--- config.mk ---
export PLATFORM = sky130hd
export DESIGN_NAME = utf8_sanitizer_unit
export DESIGN_NICKNAME = d
export VERILOG_FILES = /design/src/sv/u8s_pkg.sv /design/src/sv/u8s_front.sv /design/src/sv/u8s_queue.sv /design/src/sv/u8s_back.sv /design/src/sv/utf8_sanitizer_unit.sv
export SDC_FILE = /design/constraint.sdc
export NUM_CORES = 1
export LEC_CHECK = 0
export BUFFER_PORTS_ARGS = -buffer_cell sky130_fd_sc_hd__clkbuf_2
export CAP_MARGIN = 20
export CORE_ASPECT_RATIO = 1.4
export CORE_MARGIN = 2
export CORE_UTILIZATION = 28
export CTS_BUF_LIST = sky130_fd_sc_hd__clkbuf_8 sky130_fd_sc_hd__clkbuf_16
export CTS_CLUSTER_DIAMETER = 100
export DETAILED_ROUTE_END_ITERATION = 6
export PLACE_DENSITY_LB_ADDON = 0.1
export RECOVER_POWER = 50
export SLEW_MARGIN = 15
export SYNTH_ARGS = -nofsm -noshare
export SYNTH_HDL_FRONTEND = slang
export SYNTH_HIERARCHICAL = 1
export SYNTH_SLANG_ARGS = --single-unit
--- constraint.sdc ---
create_clock -name clk -period 4.1 [get_ports clk]
set_input_delay 1.23 -clock clk [delete_from_list [all_inputs] [get_ports clk]]
set_output_delay 1.23 -clock clk [all_outputs]
set_load 0.1 [all_outputs]
--- src/sv/u8s_pkg.sv ---
// ============================================================================
// UTF-8 sanitiser package
// Shared request types, the command passed from front to back, and the
// code point check.
// ============================================================================
package u8s_pkg;

    localparam int unsigned QUEUE_DEPTH_DEF = 4;

    localparam logic [7:0] REPL_B0 = 8'hEF;
    localparam logic [7:0] REPL_B1 = 8'hBF;
    localparam logic [7:0] REPL_B2 = 8'hBD;

    typedef struct packed {
        logic [7:0] data_byte;
        logic       last_byte;
    } item_t;

    typedef struct packed {
        logic [7:0] out_byte;
        logic       end_of_run;
        logic       end_of_text;
    } result_t;

    // Replacement characters come first, then the literal bytes.
    typedef struct packed {
        logic [2:0]      rep_count;
        logic [2:0]      lit_count;
        logic [3:0][7:0] lit_bytes;
        logic            last;
    } cmd_t;

    typedef struct packed {
        logic valid;
        cmd_t cmd;
    } q_head_t;

    typedef enum logic [1:0] {
        PH_EF,
        PH_BF,
        PH_BD
    } rep_phase_t;

    function automatic logic code_ok(input logic [2:0] len, input logic [20:0] cp);
        logic ok;
        ok = 1'b1;
        if (len == 3'd2 && cp < 21'h80) ok = 1'b0;
        if (len == 3'd3 && cp < 21'h800) ok = 1'b0;
        if (len == 3'd4 && cp < 21'h10000) ok = 1'b0;
        if (cp > 21'h10FFFF) ok = 1'b0;
        if (cp >= 21'hD800 && cp <= 21'hDFFF) ok = 1'b0;
        return ok;
    endfunction

endpackage

--- src/sv/u8s_front.sv ---
// ============================================================================
// UTF-8 sanitiser front end
// Tracks the open sequence and writes a command for each accepted byte that ends a character or a bad sequence.
// ============================================================================
module u8s_front (
    input  logic           clk,
    input  logic           rst_n,
    input  logic           accept,
    input  u8s_pkg::item_t item,
    output logic           cmd_write,
    output u8s_pkg::cmd_t  cmd
);

    logic [7:0]  held_reg [0:2];
    logic [7:0]  held_next [0:2];
    logic [1:0]  hc_reg, hc_next;
    logic [2:0]  exp_reg, exp_next;
    logic [20:0] acc_reg, acc_next;

    always_comb
    begin
        logic [7:0]  c;
        logic [2:0]  total;
        logic [20:0] acc;
        logic        do_lead;
        logic        close;
        c         = item.data_byte;
        total     = {1'b0, hc_reg} + 3'd1;
        acc       = {acc_reg[14:0], c[5:0]};
        do_lead   = 1'b0;
        close     = 1'b0;
        held_next = held_reg;
        hc_next   = hc_reg;
        exp_next  = exp_reg;
        acc_next  = acc_reg;
        cmd       = '0;
        cmd.last  = item.last_byte;

        if (exp_reg != 3'd0)
        begin
            if (c[7:6] == 2'b10)
            begin
                acc_next = acc;
                if (total >= exp_reg)
                begin
                    if (u8s_pkg::code_ok(exp_reg, acc))
                    begin
                        cmd.lit_count = total;
                        for (int i = 0; i < 3; i++)
                        begin
                            cmd.lit_bytes[i] = (hc_reg == 2'(i)) ? c : held_reg[i];
                        end
                        cmd.lit_bytes[3] = c;
                    end
                    else
                    begin
                        cmd.rep_count = total;
                    end
                    close = 1'b1;
                end
                else
                begin
                    if (hc_reg != 2'd3)
                    begin
                        held_next[hc_reg] = c;
                    end
                    hc_next = total[1:0];
                    if (item.last_byte)
                    begin
                        cmd.rep_count = total;
                        close = 1'b1;
                    end
                end
            end
            else
            begin
                cmd.rep_count = {1'b0, hc_reg};
                close = 1'b1;
                do_lead = 1'b1;
            end
        end
        else
        begin
            do_lead = 1'b1;
        end

        if (close)
        begin
            hc_next  = '0;
            exp_next = '0;
            acc_next = '0;
        end

        if (do_lead)
        begin
            if (!c[7])
            begin
                cmd.lit_bytes[0] = c;
                cmd.lit_count = 3'd1;
            end
            else if (c[7:5] == 3'b110 || c[7:4] == 4'b1110 || c[7:3] == 5'b11110)
            begin
                if (c[7:5] == 3'b110)
                begin
                    exp_next = 3'd2;
                    acc_next = {16'd0, c[4:0]};
                end
                else if (c[7:4] == 4'b1110)
                begin
                    exp_next = 3'd3;
                    acc_next = {17'd0, c[3:0]};
                end
                else
                begin
                    exp_next = 3'd4;
                    acc_next = {18'd0, c[2:0]};
                end
                held_next[0] = c;
                hc_next = 2'd1;
                if (item.last_byte)
                begin
                    cmd.rep_count = cmd.rep_count + 3'd1;
                    hc_next  = '0;
                    exp_next = '0;
                    acc_next = '0;
                end
            end
            else
            begin
                cmd.rep_count = cmd.rep_count + 3'd1;
            end
        end

        cmd_write = accept && (cmd.rep_count != 3'd0 || cmd.lit_count != 3'd0);
    end

    always_ff @(posedge clk or negedge rst_n)
    begin
        if (!rst_n)
        begin
            hc_reg  <= '0;
            exp_reg <= '0;
            acc_reg <= '0;
        end
        else if (accept)
        begin
            hc_reg  <= hc_next;
            exp_reg <= exp_next;
            acc_reg <= acc_next;
        end
    end

    always_ff @(posedge clk)
    begin
        if (accept)
        begin
            held_reg <= held_next;
        end
    end

endmodule

--- src/sv/u8s_queue.sv ---
// ============================================================================
// UTF-8 sanitiser command queue
// Small first-in first-out store of commands between front and back.
// ============================================================================
module u8s_queue #(
    parameter int unsigned DEPTH = u8s_pkg::QUEUE_DEPTH_DEF
) (
    input  logic              clk,
    input  logic              rst_n,
    input  logic              wr_en,
    input  u8s_pkg::cmd_t     wr_cmd,
    input  logic              rd_en,
    output logic              full,
    output u8s_pkg::q_head_t  head
);

    localparam int unsigned PW = (DEPTH > 1) ? $clog2(DEPTH) : 1;
    localparam int unsigned CW = $clog2(DEPTH + 1);

    u8s_pkg::cmd_t   mem [0:DEPTH-1];
    logic [PW-1:0]   wr_ptr_reg, rd_ptr_reg;
    logic [CW-1:0]   count_reg;

    assign full       = (count_reg == CW'(DEPTH));
    assign head.valid = (count_reg != '0);
    assign head.cmd   = mem[rd_ptr_reg];

    always_ff @(posedge clk)
    begin
        if (wr_en)
        begin
            mem[wr_ptr_reg] <= wr_cmd;
        end
    end

    always_ff @(posedge clk or negedge rst_n)
    begin
        if (!rst_n)
        begin
            wr_ptr_reg <= '0;
            rd_ptr_reg <= '0;
            count_reg  <= '0;
        end
        else
        begin
            if (wr_en)
            begin
                wr_ptr_reg <= (wr_ptr_reg == PW'(DEPTH - 1)) ? '0 : wr_ptr_reg + 1'b1;
            end
            if (rd_en)
            begin
                rd_ptr_reg <= (rd_ptr_reg == PW'(DEPTH - 1)) ? '0 : rd_ptr_reg + 1'b1;
            end
            if (wr_en && !rd_en)
            begin
                count_reg <= count_reg + 1'b1;
            end
            else if (rd_en && !wr_en)
            begin
                count_reg <= count_reg - 1'b1;
            end
        end
    end

    a_count_bound: assert property (@(posedge clk) disable iff (!rst_n)
        count_reg <= CW'(DEPTH))
        else $error("Command queue count exceeds its depth.");

    a_no_read_empty: assert property (@(posedge clk) disable iff (!rst_n)
        rd_en |-> count_reg != '0)
        else $error("Command queue read while empty.");

    a_no_write_full: assert property (@(posedge clk) disable iff (!rst_n)
        wr_en |-> !full)
        else $error("Command queue written while full.");

endmodule

--- src/sv/u8s_back.sv ---
// ============================================================================
// UTF-8 sanitiser back end
// Expands each command into output bytes held in an output register, one per cycle
// while that register is empty or being popped.
// ============================================================================
module u8s_back (
    input  logic              clk,
    input  logic              rst_n,
    input  u8s_pkg::q_head_t  head,
    output logic              rd_en,
    input  logic              pop,
    output logic              empty,
    output u8s_pkg::result_t  result
);

    logic                 out_valid_reg;
    u8s_pkg::result_t     out_reg;
    logic [2:0]           rep_idx_reg, rep_idx_next;
    logic [2:0]           lit_idx_reg, lit_idx_next;
    u8s_pkg::rep_phase_t  phase_reg, phase_next;
    logic                 step;
    logic                 rep_done;
    logic                 cmd_end;
    logic [7:0]           byte_val;

    assign empty    = !out_valid_reg;
    assign result   = out_reg;
    assign step     = head.valid && (!out_valid_reg || pop);
    assign rep_done = (rep_idx_reg == head.cmd.rep_count);
    assign rd_en    = step && cmd_end;

    always_comb
    begin
        byte_val     = head.cmd.lit_bytes[lit_idx_reg[1:0]];
        cmd_end      = (lit_idx_reg + 3'd1 == head.cmd.lit_count);
        rep_idx_next = rep_idx_reg;
        lit_idx_next = lit_idx_reg;
        phase_next   = phase_reg;
        if (!rep_done)
        begin
            cmd_end = (phase_reg == u8s_pkg::PH_BD)
                   && (rep_idx_reg + 3'd1 == head.cmd.rep_count)
                   && (head.cmd.lit_count == 3'd0);
            case (phase_reg)
                u8s_pkg::PH_EF:
                begin
                    byte_val   = u8s_pkg::REPL_B0;
                    phase_next = u8s_pkg::PH_BF;
                end
                u8s_pkg::PH_BF:
                begin
                    byte_val   = u8s_pkg::REPL_B1;
                    phase_next = u8s_pkg::PH_BD;
                end
                u8s_pkg::PH_BD:
                begin
                    byte_val     = u8s_pkg::REPL_B2;
                    phase_next   = u8s_pkg::PH_EF;
                    rep_idx_next = rep_idx_reg + 3'd1;
                end
                default:
                begin
                    byte_val   = u8s_pkg::REPL_B0;
                    phase_next = u8s_pkg::PH_EF;
                end
            endcase
        end
        else
        begin
            lit_idx_next = lit_idx_reg + 3'd1;
        end
        if (cmd_end)
        begin
            rep_idx_next = '0;
            lit_idx_next = '0;
            phase_next   = u8s_pkg::PH_EF;
        end
    end

    always_ff @(posedge clk or negedge rst_n)
    begin
        if (!rst_n)
        begin
            out_valid_reg <= 1'b0;
            rep_idx_reg   <= '0;
            lit_idx_reg   <= '0;
            phase_reg     <= u8s_pkg::PH_EF;
        end
        else
        begin
            if (step)
            begin
                out_valid_reg <= 1'b1;
                rep_idx_reg   <= rep_idx_next;
                lit_idx_reg   <= lit_idx_next;
                phase_reg     <= phase_next;
            end
            else if (pop)
            begin
                out_valid_reg <= 1'b0;
            end
        end
    end

    always_ff @(posedge clk)
    begin
        if (step)
        begin
            out_reg.out_byte    <= byte_val;
            out_reg.end_of_run  <= cmd_end;
            out_reg.end_of_text <= cmd_end && head.cmd.last;
        end
    end

    a_lit_bound: assert property (@(posedge clk) disable iff (!rst_n)
        lit_idx_reg <= 3'd4)
        else $error("Literal index runs past the command.");

    a_rep_bound: assert property (@(posedge clk) disable iff (!rst_n)
        head.valid |-> rep_idx_reg <= head.cmd.rep_count)
        else $error("Replacement index runs past the command.");

    a_idle_counters: assert property (@(posedge clk) disable iff (!rst_n)
        !head.valid |-> (rep_idx_reg == '0 && lit_idx_reg == '0))
        else $error("Expansion counters not cleared between commands.");

endmodule

--- src/sv/utf8_sanitizer_unit.sv ---
// ============================================================================
// UTF-8 sanitiser
// Passes well-formed UTF-8 through and replaces bad sequences with U+FFFD.
//
//   channel   handshake          payload
//   input     push / full        item   (data_byte, last_byte)
//   output    pop / empty        result (out_byte, end_of_run, end_of_text)
//
// One input byte is accepted per cycle while the command queue has room.
// One output byte leaves per cycle while pop keeps up; a byte causing n results holds the back
// end until all of them have left (up to twelve bytes), which sets the sustained rate.
// The command queue holds QUEUE_DEPTH commands; full rises when it is full.
// A registered output stage lets new requests enter while a result waits.
// Reset clears the open sequence, the queue and the output stage at once.
// ============================================================================
module utf8_sanitizer_unit #(
    parameter int unsigned QUEUE_DEPTH = u8s_pkg::QUEUE_DEPTH_DEF
) (
    input  logic              clk,
    input  logic              rst_n,
    input  logic              push,
    output logic              full,
    input  u8s_pkg::item_t    item,
    input  logic              pop,
    output logic              empty,
    output u8s_pkg::result_t  result
);

    logic              accept;
    logic              cmd_write;
    u8s_pkg::cmd_t     cmd;
    u8s_pkg::q_head_t  head;
    logic              rd_en;

    assign accept = push && !full;

    u8s_front u_front (
        .clk       (clk),
        .rst_n     (rst_n),
        .accept    (accept),
        .item      (item),
        .cmd_write (cmd_write),
        .cmd       (cmd)
    );

    u8s_queue #(
        .DEPTH (QUEUE_DEPTH)
    ) u_queue (
        .clk    (clk),
        .rst_n  (rst_n),
        .wr_en  (cmd_write),
        .wr_cmd (cmd),
        .rd_en  (rd_en),
        .full   (full),
        .head   (head)
    );

    u8s_back u_back (
        .clk    (clk),
        .rst_n  (rst_n),
        .head   (head),
        .rd_en  (rd_en),
        .pop    (pop),
        .empty  (empty),
        .result (result)
    );

endmodule
# Word level (Yosys, flattened, before mapping)

Memories as Yosys holds them, arrays and structs flattened.
Cells that the tools add are included.

Bits in registers: 76
Memory bits (writable): 156
Bits of input ports: 13
Output and inout bits: 12
Word-level logic and storage cells: 180
Memories kept: 1

$add $sub $neg: 8
$lt $le $gt $ge: 10
Equality and inequality tests: 19
Muxes and demuxes: 87
Bitwise logic cells: 2
Reduce and logical (&&, ||, !) cells: 37

Memory list:

| name        | words | width | rd ports | clocked after Yosys merged registers in | wr ports | RTL line        | text |
|---|---|---|---|---|---|---|---|
| u_queue.mem | 4     | 39    | 1        | 0                                       | 1        | u8s_queue.sv:20 | `u8s_pkg::cmd_t mem [0:DEPTH-1];` |

Operators by type and width:

| operator             | number |
|---|---|
| $mux 21              | 8 |
| $mux 35              | 3 |
| $mux 24              | 4 |
| $mux 8               | 11 |
| $mux 3               | 22 |
| $mux 38              | 1 |
| $bwmux 24            | 1 |
| $mux 2               | 11 |
| $ge 21x16->1 const B | 1 |
| $gt 21x21->1 const B | 1 |
| $le 21x16->1 const B | 1 |
| $lt 21x12->1 const B | 1 |
| $lt 21x17->1 const B | 1 |
| $lt 21x8->1 const B  | 1 |
| $mux 1               | 20 |
| $bmux 8 s2           | 1 |
| $demux 8 s2          | 1 |
| $logic_and 1x1->1    | 14 |
| $pmux 7 s2           | 1 |
| $add 3x1->3 const B  | 4 |
| $reduce_bool 3->1    | 4 |
| $eq 2x2->1 const B   | 5 |
| $eq 3x3->1           | 3 |
| $eq 3x3->1 const B   | 3 |
| 25 further kinds     | 40 |

# Logic depth before layout (Yosys ltp)

Depth in word-level cells: 26
Depth in mapped cells: 21
Depth with buffers taken out: 20

# Modules after synthesis

Netlist, hierarchy kept.

By module, submodules not included:

| module              | times used | cells an instance | area each (um^2) | seq. area each (um^2) |
|---|---|---|---|---|
| u8s_queue           | 1          | 241               | 6092.1           | 4859.7 |
| u8s_front           | 1          | 253               | 2676.3           | 1221.2 |
| u8s_back            | 1          | 97                | 1246.2           | 525.5 |
| utf8_sanitizer_unit | 1          | 1                 | 13.8             | 0.0 |

# Worst setup path before layout

OpenSTA, ideal clock, no wires.

Path type: reg2reg
Start: reg u_queue.count_reg[0]
End: reg u_queue.count_reg[1]
Library setup time: 0.125 ns
Arrival: 4.440 ns
Data required time: 3.975 ns
Path slack: -0.465 ns
Stages on the path, launching flop included: 9
Path buffers: 1
Clock period less this slack: 4.565 ns
Cells stage by stage: dfrtp_1 -> nor3b_1 -> nor2b_4 -> clkbuf_1 -> o41a_1 -> ha_1 -> inv_1 -> fa_1 -> mux2_2

Cells in the longest elaborated chain, start to end: 7
Elaborated cells on any way between the ends: 16
Classes of those cells: 2 x add/sub; 1 x eq/ne; 2 x mux; 11 x reduce/logical

RTL lines:

| item                        | RTL line                  | text |
|---|---|---|
| start: declaration          | u8s_queue.sv:22           | `logic [CW-1:0] count_reg;` |
| start signal: assignment    | u8s_queue.sv:56           | `count_reg <= count_reg + 1'b1;` |
| start signal: assignment    | u8s_queue.sv:60           | `count_reg <= count_reg - 1'b1;` |
| $eq 3x3->1 *                | u8s_queue.sv:24           | `assign full = (count_reg == CW'(DEPTH));` |
| named net full              | utf8_sanitizer_unit.sv:22 | `output logic full,` |
| $logic_not 1->1 *           | utf8_sanitizer_unit.sv:35 | `assign accept = push && !full;` |
| $logic_and 1x1->1 *         | utf8_sanitizer_unit.sv:35 |  |
| named net accept            | utf8_sanitizer_unit.sv:29 | `logic accept;` |
| $logic_and 1x1->1 *         | u8s_front.sv:134          | `cmd_write = accept && (cmd.rep_count != 3'd0 \|\| cmd.lit_count != 3'd0);` |
| named net cmd_write         | utf8_sanitizer_unit.sv:30 | `logic cmd_write;` |
| $logic_not 1->1             | u8s_queue.sv:58           | `else if (rd_en && !wr_en)` |
| $logic_and 1x1->1           | u8s_queue.sv:58           |  |
| $reduce_bool 2->1 (no line) | n/a                       |  |

The timed path passes the listed nets; every way through them passes the cells marked *. The select of a mux whose other input is x is not followed.
A chain may end at the register's enable or synchronous reset.

==> metrics.txt <==
outcome finished, violations left; violations in the final reports capacitance limit, slew limit, setup timing; Clock Tree Root clkbuf_16; share of post-route cells with drive strength above 1 31.3%; area share of the largest cell type after synthesis 56.9%; post-synthesis compound-gate area fraction 7.22%; placed cell count 1104; final critical-path share of the clock period 101%; sw frac 33.2%; required time of the critical path 4520 ps; deepest clock path buffer count 3; vias post-DR 5486; Antenna Violating Nets Remaining 0; achievable clock frequency 240 MHz; worst-case setup slack after placement -98.3 ps; ranking of synthesized cells by instance count edfxtp_1 (190), mux4_2 (46), dfrtp_1 (36), and2_1 (25), nand2_1 (25); clock network latency to the later pin of the worst-skew pair 540 ps; initial core utilization 28.2%; main combinational cell family by area after synthesis multiplexers; gr ovfl total 0; fraction of the mapped netlist area in adder cells 2.69%; max-capacitance violation count 1; share of synthesized area occupied by flip-flops and latches 65.9%; total power divided by cell area 679 mW/mm²; Crit Path Class reg -> reg; clock tree sinks 226; sw power 0.00269 W; internal power component 0.00542 W; multi-input logic area 0.00320 mm²; DRC marker count from the first detailed-route iteration 314; clock edge transition at the registers on the reported setup and hold paths 70 ps; Avg Vias per Cell 4.73; number of global-route vias before repair 5946; HPWL reported at the end of detailed placement 15800 µm; total routing usage reported by global routing 13.1%; proportion of synthesized area in mux cells 13.4%; Leakage 4.25 nW; Hold Path Class reg -> reg; part of the power in registers 39.0%; post-placement cell area 0.0110 mm²; XOR/XNOR Fraction of Synth Area 1.25%; initial antenna violation count 0; unrepaired setup endpoints after global routing true; # port buffers 24; global-route wire length before repair 36900 µm; Layout Cell Area excl Fill 0.0119 mm²; die height 228 µm; logic gate share of total power 34.0%; total wire length after detailed routing 24200 µm; number of design rule violations left after detail routing 0; Setup crit end kind flop; max-slew violation total from the final report 25; worst vdd rail ir drop 0.310 mV; horizontal die dimension 164 µm; Yosys warning total 6; non-filler instance count after layout 1161; number of nets at the end of the flow 714; Avg Inst Size Synth 16.9 µm²; Die Area 0.0374 mm²; cell type with the largest total area after synthesis edfxtp_1; Data arrival, critical path 4580 ps; time the worst path needs with I/O delays and setup 4160 ps; final worst setup slack -58.3 ps; kind of start point of the critical path flop; final hold slack 479 ps; average wire length per cell after detail routing 20.8 µm; number of different library cells in the post-synthesis netlist 72; number of detailed-routing iterations run before antenna repair 5; worst slew margin relative to its limit -13.4%; final weighted congestion in routability-driven placement 0.750; I/O pins 25; actual transition at the worst max-transition pin 1700 ps; number of CTS-inserted buffers 25; share of flip-flops with an asynchronous set or reset 15.9%; net count after synthesis 626; most numerous cell in the Yosys netlist edfxtp_1; floorplan row count 82; most instantiated flip-flop cell in the synthesis netlist edfxtp_1; clock tree from TritonCTS built; Std-Cell Core Area 0.0356 mm²; synthesis-stage register bit count 226; count of final hold-check violations 0; growth of design area from synthesis to finish 19.1%; mapped cell area 0.0100 mm²; pin count of the biggest net entering global routing 40; antenna diode count 0; simple-gate portion of the synthesized area 6.60%; Post-Synthesis Cells 592; Clock power frac 26.9%; Layout Skew 13.2 ps; maximum level of the CTS H-tree 1; highest fanout seen on the critical path 4; biggest area contributors in the synthesized netlist edfxtp_1 (57%), mux4_2 (10%), dfrtp_1 (9.0%); register cell area after layout 0.00661 mm²; # setup viols final 1; Largest register FFs 156; number of enable flip-flop cells after synthesis 190; fill cell count 3443
==> path summary, 6_finish.rpt <==
| check | start | to | slack (ps) | cells after the start |
|---|---|---|---|---|
| worst max-delay path | u_front/hc_reg[0]$_DFFE_PN0P_ | u_queue/count_reg[1]$_DFFE_PN0P_ | -60 | 17 |
| worst min-delay path | u_queue/count_reg[2]$_DFFE_PN0P_ | u_queue/count_reg[2]$_DFFE_PN0P_ | 480 | 1 |
| worst max register to register | u_front/hc_reg[0]$_DFFE_PN0P_ | u_queue/count_reg[1]$_DFFE_PN0P_ | -60 | 17 |
| worst min register to register | u_queue/count_reg[2]$_DFFE_PN0P_ | u_queue/count_reg[2]$_DFFE_PN0P_ | 480 | 1 |
| max in group asynchronous | rst_n | u_queue/rd_ptr_reg[1]$_DFFE_PN0P_ | 1230 | 2 |
| min in group asynchronous | rst_n | u_front/acc_reg[8]$_DFFE_PN0P_ | 720 | 1 |
==> final cells by class <==
cell class	count	share of cell area [%]
clock buffer	25	5.24
inverter	24	0.754
timing repair buffer	89	5.65
multi-input combinational	314	26.8
clock inverter	21	1.42
tap	462	4.84
sequential	226	55.3
==> through the flow <==
step	total power [W]	setup TNS [ps]	utilization (%)
6_report	0.00811	-58.3	33.5
5_1_grt	0.00856	-934	33.5
4_1_cts	0.00822	-69.6	33.3
3_5_place_dp	0.00595	-98.3	31.0
3_3_place_gp	0.00590	-44.8	31.0
2_1_floorplan	0.00512	-130	-
==> power by group through the flow <==
stage / clock network [W] / logic [W] / registers (W)
floorplan: 0 / 0.00173 / 0.00339
global route: 0.00234 / 0.00301 / 0.00321
CTS: 0.00226 / 0.00279 / 0.00317
finish: 0.00219 / 0.00276 / 0.00317
global placement: 0 / 0.00271 / 0.00320
detailed placement: 0 / 0.00273 / 0.00322
==> layout by cell type (no fill, tap or decap), types with 4 or more instances in the layout <==
master     instances
a21o_1             5
a21oi_1           17
a22o_1            23
and2_1            21
buf_12             5
buf_4             49
clkbuf_1           8
clkbuf_16         26
clkbuf_2          22
clkinv_1           8
clkinv_4           4
dfrtp_1           35
edfxtp_1         190
ha_1              15
inv_1             21
inv_2              5
mux2_1             5
mux2_2            17
mux4_2            46
nand2_1           25
nand2b_1          12
nand3_1            7
nor2_1            17
nor3_1             4
o211ai_1           5
o21ai_0           17
or3_1              4
xor2_1             6
==> layer usage <==
| layer | up-vias | part of all wire (%) | track usage [%] |
|---|---|---|---|
| met1 | 2843 | 43 | 16.5 |
| met3 | 35 | 3.2 | 1.67 |
| met4 | 0 | 2.3 | 4.25 |
| li1 | 2509 | - | - |
| met5 | - | 0 | 0 |
| met2 | 99 | 52 | 23.2 |
==> worst max-delay path: stages, from the launching register on <==
cell and delay [ps]:
dfrtp_1 420, ha_2 220, ha_4 210, a21o_1 190
a31oi_2 190, a211oi_2 80, a21o_4 240, or3_1 350
a21oi_2 140, ha_1 250, buf_4 140, a32oi_2 200
o211ai_2 130, o41a_1 360, ha_2 200, inv_2 50
fa_1 380, mux2_4 270
==> what timing repair did <==
item	in CTS	in global routing
pin swaps	7	13
hold buffers	0	0
endpoints found under the setup margin	1	156
resized for setup	3	12
setup buffers	6	3
cloned	0	1
==> logic make-up (layout without fill, tap and decap cells) <==
family	after synthesis	count (layout)
flip-flops	226	226
other	1	1
adder cells (fa/ha/maj)	21	21
buffers and inverters	52	159
AND/OR/NAND/NOR	114	114
AO/OA/AOI/OAI	95	95
multiplexers	72	72
XOR/XNOR	11	11
Power figures use the tool's default switching activity.
